$ cat config.mk
export PLATFORM = sky130hd
export DESIGN_NAME = wcm_ctrl
export DESIGN_NICKNAME = d
export VERILOG_FILES = /design/src/wcm_pkg.sv /design/src/wcm_ctrl.sv
export SDC_FILE = /design/constraint.sdc
export NUM_CORES = 1
export LEC_CHECK = 0
export ABC_AREA = 1
export BUFFER_PORTS_ARGS = -buffer_cell sky130_fd_sc_hd__buf_2
export CELL_PAD_IN_SITES_DETAIL_PLACEMENT = 1
export CELL_PAD_IN_SITES_GLOBAL_PLACEMENT = 2
export CORE_MARGIN = 2
export CORE_UTILIZATION = 27
export DETAILED_ROUTE_END_ITERATION = 12
export MAX_ROUTING_LAYER = met4
export PLACE_DENSITY_LB_ADDON = 0.1
export SYNTH_ARGS = -nofsm -noshare
export SYNTH_HDL_FRONTEND = slang
export SYNTH_SLANG_ARGS = --single-unit
$ cat constraint.sdc
create_clock -name clk_i -period 2.95 [get_ports clk_i]
set_input_delay 0.1475 -clock clk_i [delete_from_list [all_inputs] [get_ports clk_i]]
set_output_delay 0.1475 -clock clk_i [all_outputs]
set_load 0.01 [all_outputs]
$ cat src/wcm_pkg.sv
package wcm_pkg;

  localparam int unsigned CHANNELS_DEF         = 8;
  localparam int unsigned SAMPLE_ADDR_BITS_DEF = 16;

  localparam int unsigned CMD_W   = 2;
  localparam int unsigned CHAN_W  = 3;
  localparam int unsigned ADDR_W  = 16;
  localparam int unsigned DATA_W  = 8;
  localparam int unsigned END_W   = 17;
  localparam int unsigned STEP_W  = 18;
  localparam int unsigned VOL_W   = 7;
  localparam int unsigned FRAC_W  = 16;
  localparam int unsigned SMPL_W  = 16;

  // floor(n / 127) == (n * DIV127_MAGIC) >> DIV127_SHIFT for n < 2**15
  localparam logic [15:0] DIV127_MAGIC = 16'd33027;
  localparam int unsigned DIV127_SHIFT = 22;

  localparam logic [8:0] SAMPLE_MID = 9'd128;
  localparam int         SAT_MAX    = 32767;
  localparam int         SAT_MIN    = -32768;

  typedef enum logic [CMD_W-1:0] {
    CMD_MIX   = 2'd0,
    CMD_LOAD  = 2'd1,
    CMD_START = 2'd2
  } cmd_e;

  typedef enum logic [1:0] {
    ST_IDLE,
    ST_MIX,
    ST_DRAIN,
    ST_FINISH
  } state_e;

  typedef struct packed {
    logic [CMD_W-1:0]  cmd;
    logic [CHAN_W-1:0] chan;
    logic [ADDR_W-1:0] addr;
    logic [DATA_W-1:0] data;
    logic [END_W-1:0]  end_addr;
    logic [STEP_W-1:0] step;
    logic [VOL_W-1:0]  left_vol;
    logic [VOL_W-1:0]  right_vol;
  } req_item_t;

  typedef struct packed {
    logic accept;    // request taken this cycle
    logic clear;     // zero the mix sums
    logic issue;     // process the channel under the counter
    logic load_out;  // saturate sums into the result register
  } ctrl_cmd_t;

  typedef struct packed {
    logic last_chan;
  } ctrl_sts_t;

endpackage

$ cat src/wcm_ctrl.sv
module wcm_ctrl (
  input  logic                         clk_i,
  input  logic                         rst_ni,
  input  logic                         req_valid_i,
  input  logic [wcm_pkg::CMD_W-1:0]    req_cmd_i,
  output logic                         req_ready_o,
  output logic                         res_valid_o,
  input  logic                         res_ready_i,
  input  wcm_pkg::ctrl_sts_t           sts_i,
  output wcm_pkg::ctrl_cmd_t           cmd_o
);
  import wcm_pkg::*;

  state_e     state_q, state_d;
  logic [1:0] drain_q, drain_d;
  logic       out_valid_q, out_valid_d;
  logic       accept;

  assign accept      = req_valid_i && req_ready_o;
  assign res_valid_o = out_valid_q;

  always_ff @(posedge clk_i or negedge rst_ni) begin
    if (!rst_ni) begin
      state_q     <= ST_IDLE;
      drain_q     <= '0;
      out_valid_q <= 1'b0;
    end else begin
      state_q     <= state_d;
      drain_q     <= drain_d;
      out_valid_q <= out_valid_d;
    end
  end

  always_comb begin
    state_d     = state_q;
    drain_d     = drain_q;
    out_valid_d = out_valid_q && !res_ready_i;
    req_ready_o = 1'b0;
    cmd_o       = '0;
    cmd_o.accept = accept;

    case (state_q)
      ST_IDLE: begin
        req_ready_o = 1'b1;
        if (accept && req_cmd_i == CMD_MIX) begin
          cmd_o.clear = 1'b1;
          state_d     = ST_MIX;
        end
      end
      ST_MIX: begin
        cmd_o.issue = 1'b1;
        if (sts_i.last_chan) begin
          drain_d = '0;
          state_d = ST_DRAIN;
        end
      end
      ST_DRAIN: begin
        // wait for the scaling pipeline to empty
        drain_d = drain_q + 2'd1;
        if (drain_q == 2'd2) begin
          state_d = ST_FINISH;
        end
      end
      ST_FINISH: begin
        if (!out_valid_q || res_ready_i) begin
          cmd_o.load_out = 1'b1;
          out_valid_d    = 1'b1;
          state_d        = ST_IDLE;
        end
      end
      default: begin
        state_d = ST_IDLE;
      end
    endcase
  end

endmodule

==> impl_metrics.csv, run 1 <==
group,metric,value,unit
cells_and_area,fin_nets,75,
cts,cts_tree,"yes",
timing,finalCritPeriodShare,50.32,%
cells_and_area,multiInputGateArea,216.5,sq um
critical_path,cp.required,2800,ps
global_routing,grt_pass1_wl,1.317,mm
pwr,sw_frac_of_total,45.69,%
die,io_pins,13,
placed_design,postPlaceCellArea,454.2,sq um
pwr,p_int,0.2755,mW
critical_path,cp-end-kind,"output pin",
synthesis,syn_nets,58,
die,die_area,1735,sq um
timing,skew,5.808,ps
timing,fmax,673.7,MHz
global_routing,antenna_found_initial,0,
routing,vias_per_cell,4.403,
cells_and_area,layout-drive-gt1-share,46.77,%
cells_and_area,area_delta_synth_final,28.43,%
timing,worstMarginPinSlew,192.9,ps
cts,clk_latency,240,ps
min_path,hp-class,"in -> reg",
synthesis,synth_cell_types,13,
cts,cts_made_buffers,3,
timing,slew_headroom,87.05,%
routing,first_iter_violations,0,
synthesis,synth.cell_area,382.9,sq um
critical_path,worst-path-max-fanout,4,
cells_and_area,utilization,37.32,%
critical_path,path_class,"reg -> out",
pwr,total_leakage_power,0.2868,nW
critical_path,reg2reg_from,"state_q[0]",
placed_design,hpwl,654.5,um
global_routing,grt_pass1_vias,341,
synthesis,syn_area_per_cell,8.323,sq um
cts,clockRootBuffer,"clkbuf_4",
flow_run,drv_cap,0,
routing,final_antenna_net_count,0,
cells_and_area,register_area,125.1,sq um
cells_and_area,finalInstanceArea,491.7,sq um
synthesis,synth-seq-cells,5,
cells_and_area,diodes,0,
placed_design,io_buffers,12,
cts,cts.clk_slew.worst_paths,50,ps
die,coreArea,1318,sq um
pwr,power.share.sequential,26.2,%
critical_path,worstSetupStartpoint,"state_q[0]",
timing,finalSetupViolCount,0,
timing,min_period,1484,ps
critical_path,arrival,1340,ps
cts,h-tree-depth,1,
die,start_util,29.06,%
cells_and_area,final_common_cell,"buf_2",
placed_design,gp_congestion,0.7070,
synthesis,ys_warn_count,0,
timing,report.final.hold_viol_count,0,
pwr,power_switching,0.2317,mW
die,num_rows,13,
critical_path,cp-start-kind,"register",
timing,rsz0062_at_grt,"no",
global_routing,gr-total-overflow,0,
timing,whs,195.0,ps
routing,drc,0,
cts,ctsHoldBuffers,1,
synthesis,syn_inst,46,
critical_path,r2r-end,"state_q[0]",
global_routing,grtUsageTotal,10.36,%
cts,cts_sinks,5,
critical_path,r2r_cells,8,
cts,cts_max_path_buffers,2,
timing,setup_tns,0,ps
synthesis,synth-seq-area-share,32.68,%
pwr,p_comb_share,58.0,%
routing,drtPass1Iterations,1,
run_status,outcome,"completed",
pwr,p_per_area,1032,nW/um^2
routing,vias,339,
pwr,total_power,0.5072,mW
die,die_y,41.66,um
critical_path,cp-endpoint,"cmd_o[2]",
timing,maxSlewViolCount,0,
global_routing,grt_max_degree,6,
routing,wl,747,um
cells_and_area,n_fill_cell,167,
cells_and_area,final_cell_mix,"buf_2, nand2_1, inv_1, nand2_2",
routing,wl_per_cell,9.701,um
cts,cts_setup_buffers,0,
pwr,peakVddDrop,0.3155,mV
critical_path,ff2ff_setup_slack,1640,ps
cts,ctsResizeCount,0,
die,chipWidth,41.66,um
pwr,p_clk_share,15.8,%
[per-stage QoR]
step	instances	setup slack [ps]
finish	77	1466
global route	77	1320
CTS	77	1425
detailed placement	72	1626
global placement	72	1681
floorplan	46	1719
[synth_stat cells, drive strengths merged]
library cell  number  share of area [%]
nand2             16                 20
inv                9                8.8
dfrtp              5                 33
ha                 5                 16
nor2               3                 11
o21ai              3                3.9
nand3              2                2.6
a21oi              1                1.3
buf                1                2.0
or2                1                1.6
[per-layer routing]
layer	vias up	share of wire, %	GRT usage (%)	routed length, um
met5	-	0	-	0
met2	8	51	15.63	380
met3	2	3.6	5.217	27
met1	161	44	11.70	330
met4	0	1.2	3.871	9
li1	168	-	-	-
[power by group through the flow]
| stage | Combinational (mW) | Sequential, mW | Clock, mW |
|---|---|---|---|
| 2_1_floorplan | 0.229 | 0.128 | 0 |
| 3_3_place_gp | 0.285 | 0.132 | 0 |
| 3_5_place_dp | 0.299 | 0.135 | 0 |
| 4_1_cts | 0.301 | 0.134 | 0.0832 |
| 5_1_grt | 0.329 | 0.140 | 0.0935 |
| 6_report | 0.294 | 0.133 | 0.0799 |
[worst min path at each step]
stage          slack, ps          end  depth (start not counted)         from
2_1_floorplan       -150   drain_q[0]                          0       rst_ni
3_3_place_gp         -40  res_valid_o                          1       rst_ni
3_5_place_dp         -30  res_valid_o                          1       rst_ni
4_1_cts              190  res_valid_o                          4  res_ready_i
5_1_grt              200  res_valid_o                          4  res_ready_i
6_report             190  res_valid_o                          4  res_ready_i
[cell families after synthesis]
group | count (synthesis) | share of synthesized area, %
flip-flops | 5 | 32.68
buffers and inverters | 10 | 10.78
AND/OR/NAND/NOR | 22 | 34.97
AO/OA/AOI/OAI | 4 | 5.226
adder cells (fa/ha/maj) | 5 | 16.34
[critical path: stages, from the launching register on]
cell     delay, ps
dfrtp_1        420
inv_1          100
ha_1           210
nand2_1         80
inv_2           60
nand2_2         50
inv_1           50
buf_2          120
[layout make-up]
type                       count  area share [%]
sequential                     5           25.45
tap                           15           3.817
inverter                       9           6.870
multi-input combinational     31           44.02
timing repair buffer          13           14.25
clock inverter                 1           1.018
clock buffer                   3           4.580
[sequential cells by signal, summed over array words and instances (netlist names)]
name and flops:
state_q 2, res_valid_o 1, drain_q 2
(Power assumes the default switching activity.)
==> run 2: changes to the inputs <==
- CORE_UTILIZATION: 27 -> 25
- clock period: 2.95 -> 1.5 ns (I/O delays scaled with it)
==> impl_metrics.csv, run 2 (synthesized netlist as in run 1, its figures left out) <==
group,metric,value,unit
global_routing,grt_max_degree,6,
routing,vias_per_cell,4.163,
cells_and_area,finalInstanceArea,520.5,sq um
cells_and_area,area_delta_synth_final,35.95,%
routing,first_iter_violations,3,
die,num_rows,14,
cells_and_area,diodes,0,
timing,finalCritPeriodShare,90.69,%
cells_and_area,final_cell_mix,"buf_2, nand2_1, inv_1, nand2_2, dfrtp_1",
critical_path,worst-path-max-fanout,4,
critical_path,cp_top_family,"flip-flops",
die,die_y,43.14,um
cells_and_area,fin_nets,77,
pwr,total_leakage_power,0.2971,nW
timing,skew,6.704,ps
die,start_util,26.02,%
routing,final_antenna_net_count,0,
timing,maxSlewViolCount,0,
critical_path,path_cells,"inv_1 -> ha_4 -> nand2_1 -> inv_2 -> nand2_2 -> inv_1 -> buf_2",
timing,min_period,1360,ps
cts,cts.clk_slew.worst_paths,50,ps
routing,wl,719,um
placed_design,hpwl,578.4,um
flow_run,drv_cap,0,
cells_and_area,layout-drive-gt1-share,50.00,%
critical_path,cp_slowest_stage_delay,410,ps
critical_path,cpMostUsedCell,"inv_1",
global_routing,grt_pass1_vias,304,
timing,fmax,735.1,MHz
global_routing,gr-total-overflow,0,
global_routing,grtUsageTotal,9.537,%
die,io_pins,13,
pwr,p_int,0.5987,mW
routing,drtPass1Iterations,2,
pwr,peakVddDrop,0.7098,mV
cts,clk_latency,240,ps
pwr,power.share.sequential,24.1,%
die,die_area,1861,sq um
cts,cts_max_path_buffers,2,
cts,clockRootBuffer,"clkbuf_4",
pwr,p_clk_share,14.7,%
pwr,power_switching,0.4698,mW
critical_path,worst-path-buf-inv,4,
critical_path,arrival,1290,ps
die,chipWidth,43.14,um
cts,cts_made_buffers,3,
pwr,sw_frac_of_total,43.97,%
global_routing,antenna_found_initial,0,
timing,slew_headroom,87.52,%
pwr,p_per_area,2053,nW/um^2
cts,h-tree-depth,1,
die,coreArea,1471,sq um
pwr,p_comb_share,61.2,%
critical_path,cp-start-kind,"register",
critical_path,path_class,"reg -> out",
routing,vias,333,
critical_path,cp-end-kind,"output pin",
placed_design,io_buffers,12,
min_path,hp-class,"in -> reg",
critical_path,cp.required,1420,ps
cells_and_area,n_fill_cell,198,
routing,drc,0,
placed_design,gp_congestion,0.6377,
cells_and_area,final_common_cell,"buf_2",
critical_path,worst_path_max_delay_cell,"dfrtp_1",
timing,setup_tns,0,ps
cts,cts_tree,"yes",
timing,worstMarginPinSlew,186.0,ps
pwr,total_power,1.068,mW
timing,report.final.hold_viol_count,0,
timing,finalSetupViolCount,0,
run_status,outcome,"completed",
timing,rsz0062_at_grt,"no",
cts,cts_sinks,5,
global_routing,grt_pass1_wl,1.248,mm
routing,wl_per_cell,8.988,um
placed_design,postPlaceCellArea,455.4,sq um
## run 2: power groups by stage
stage,clock network (mW),registers (mW),logic (mW)
floorplan,0,0.252,0.450
global route,0.180,0.269,0.748
CTS,0.167,0.261,0.584
finish,0.157,0.257,0.654
detailed placement,0,0.262,0.575
global placement,0,0.264,0.583
## run 2: worst paths after layout
| check | slack, ps | cells past startpoint | endpoint | from |
|---|---|---|---|---|
| max | 140 | 7 | cmd_o[2] | state_q[0] |
| min | 120 | 4 | res_valid_o | res_ready_i |
| max reg2reg | 150 | 8 | state_q[0] | state_q[0] |
| min reg2reg | 480 | 1 | drain_q[0] | drain_q[0] |
| max in group asynchronous | 1190 | 2 | drain_q[0] | rst_ni |
| min in group asynchronous | 170 | 2 | res_valid_o | rst_ni |
## run 2: cell type report
| cell class | instances | area (sq um) | area share [%] |
|---|---|---|---|
| sequential | 5 | 125.1 | 24.04 |
| multi-input combinational | 31 | 229.0 | 43.99 |
| timing repair buffer | 15 | 85.08 | 16.35 |
| clock buffer | 3 | 22.52 | 4.327 |
| clock inverter | 1 | 5.005 | 0.9615 |
| tap | 16 | 20.02 | 3.846 |
| inverter | 9 | 33.78 | 6.490 |
## run 2: what timing repair did
| action | 4_1_cts | 5_1_grt |
|---|---|---|
| resized for setup | 0 | 2 |
| hold buffers | 1 | 0 |
| endpoints found under the hold margin | 5 | 0 |
| buffers inserted | 0 | 2 |
| setup endpoints to repair | 0 | 1 |
## run 2: worst min-delay path, stage by stage
cell and delay [ps]:
buf_2 80, inv_2 30, nand2_2 70, nand2_1 60
## run 2: layer usage
metal	GRT usage (%)	wire, um	vias to the layer above
li1	-	-	173
met1	11.63	354	149
met2	13.13	316	9
met3	5.106	41	2
met4	3.636	6	0
met5	-	0	-
## run 2: stage by stage
stage | cells | util (%) | hold WS (ps) | setup WS [ps]
finish | 80 | 35.37 | 117.2 | 139.6
global route | 80 | 35.37 | 147.3 | 21.45
CTS | 78 | 33.50 | 110.4 | 54.24
detailed placement | 73 | 30.95 | -105.3 | 201.9
global placement | 73 | 30.95 | -100.9 | 197.0
floorplan | 46 | - | -220.6 | 269.2
==> run 3: changes to the inputs <==
- GPL_TIMING_DRIVEN: default -> 0
==> impl_metrics.csv, run 3 (synthesized netlist as in run 1, its figures left out) <==
group,metric,value,unit
run_status,outcome,"completed",
die,die_area,1861,sq um
cts,clk_latency,240,ps
die,coreArea,1471,sq um
timing,slew_headroom,86.82,%
cts,cts_tree,"yes",
timing,skew,1.460,ps
critical_path,worst-path-max-fanout,4,
cells_and_area,layout-drive-gt1-share,49.23,%
routing,first_iter_violations,0,
timing,finalSetupViolCount,0,
placed_design,io_buffers,12,
global_routing,antenna_found_initial,0,
global_routing,grt_pass1_wl,1.221,mm
timing,min_period,1374,ps
routing,drc,0,
die,num_rows,14,
routing,vias,325,
critical_path,cp.required,1420,ps
die,chipWidth,43.14,um
timing,setup_tns,0,ps
timing,setup_ws,125.9,ps
cells_and_area,diodes,0,
pwr,total_leakage_power,0.2977,nW
timing,fmax,727.7,MHz
placed_design,hpwl,590.6,um
cts,clockRootBuffer,"clkbuf_4",
placed_design,gp_congestion,0.6775,
cells_and_area,instances_no_fill,81,
pwr,peakVddDrop,0.6204,mV
cts,cts_max_path_buffers,2,
flow_run,drv_cap,0,
critical_path,path_class,"reg -> out",
cts,h-tree-depth,1,
global_routing,grt_max_degree,6,
routing,vias_per_cell,4.012,
cts,cts_made_buffers,3,
timing,rsz0062_at_grt,"no",
routing,wl,712,um
global_routing,gr-total-overflow,0,
routing,final_antenna_net_count,0,
cells_and_area,area_delta_synth_final,34.97,%
timing,worstMarginPinSlew,196.4,ps
routing,wl_per_cell,8.790,um
placed_design,place_ws,199.1,ps
die,io_pins,13,
die,start_util,26.02,%
placed_design,dp_cells,74,
timing,report.final.hold_viol_count,0,
critical_path,cp-start-kind,"register",
timing,maxSlewViolCount,0,
min_path,hp-class,"in -> reg",
critical_path,arrival,1300,ps
cts,cts.clk_slew.worst_paths,40,ps
timing,finalCritPeriodShare,91.61,%
cells_and_area,fin_nets,78,
cts,cts_sinks,5,
pwr,p_per_area,2021,nW/um^2
routing,drtPass1Iterations,1,
cells_and_area,final_cell_mix,"buf_2, nand2_1, inv_1, nand2_2, dfrtp_1",
die,die_y,43.14,um
global_routing,grt_pass1_vias,316,
cells_and_area,final_common_cell,"buf_2",
global_routing,grtUsageTotal,9.277,%
critical_path,cp-end-kind,"output pin",
timing,whs,125.4,ps
-- run 3: cell types whose count changed in the layout (fill, tap and decap cells not counted) --
| cell | before | now |
|---|---|---|
| buf_4 | 2 | 3 |
| clkbuf_1 | 0 | 1 |
| clkinv_2 | 1 | 0 |
| ha_2 | 0 | 1 |
| ha_4 | 1 | 0 |
-- run 3: layout make-up --
cell class                 instances  area [sq um]
buffer                             1         7.507
tap                               16         20.02
timing repair buffer              15         85.08
fill                             196         954.7
sequential                         5         125.1
inverter                           9         33.78
multi-input combinational         31         219.0
clock buffer                       4         26.28
-- run 3: where the power goes --
part,internal [mW],switching [mW]
sequential,0.201,0.0550
combinational,0.292,0.345
clock,0.100,0.0518
-- run 3: metrics by stage --
step	util, %	area [sq um]	total power [mW]
floorplan	-	382.9	0.7019
global placement	31.46	462.9	0.8592
detailed placement	31.46	462.9	0.8535
CTS	33.93	499.2	1.019
global route	35.12	516.7	1.156
finish	35.12	516.7	1.044
-- run 3: per-layer routing --
layer | vias to the layer above | track usage (%) | wire, um
met5 | - | - | 0
met4 | 0 | 9.091 | 6
met3 | 2 | 1.277 | 37
met2 | 9 | 11.34 | 315
met1 | 140 | 12.44 | 352
li1 | 174 | - | -
-- run 3: final timing paths --
| path | start | to | slack (ps) | cells past startpoint |
|---|---|---|---|---|
| max | state_q[1] | cmd_o[2] | 130 | 7 |
| min | res_ready_i | res_valid_o | 130 | 4 |
| max reg2reg | state_q[0] | state_q[1] | 160 | 8 |
| min reg2reg | drain_q[0] | drain_q[0] | 480 | 1 |
| max in group asynchronous | rst_ni | state_q[1] | 1200 | 2 |
| min in group asynchronous | rst_ni | state_q[0] | 170 | 2 |
-- run 3: critical path: stages (launching register included) --
cell     delay [ps]
dfrtp_1         420
inv_1           100
ha_2            210
nand2_1          70
inv_2            60
nand2_2          50
inv_1            50
buf_2           120
-- run 3: repair_timing --
action / 4_1_cts / 5_1_grt
gates resized for setup: 0 / 1
setup buffers: 0 / 2
endpoints found under the hold margin: 5 / 0
setup endpoints to repair: 0 / 2
hold buffers: 1 / 0
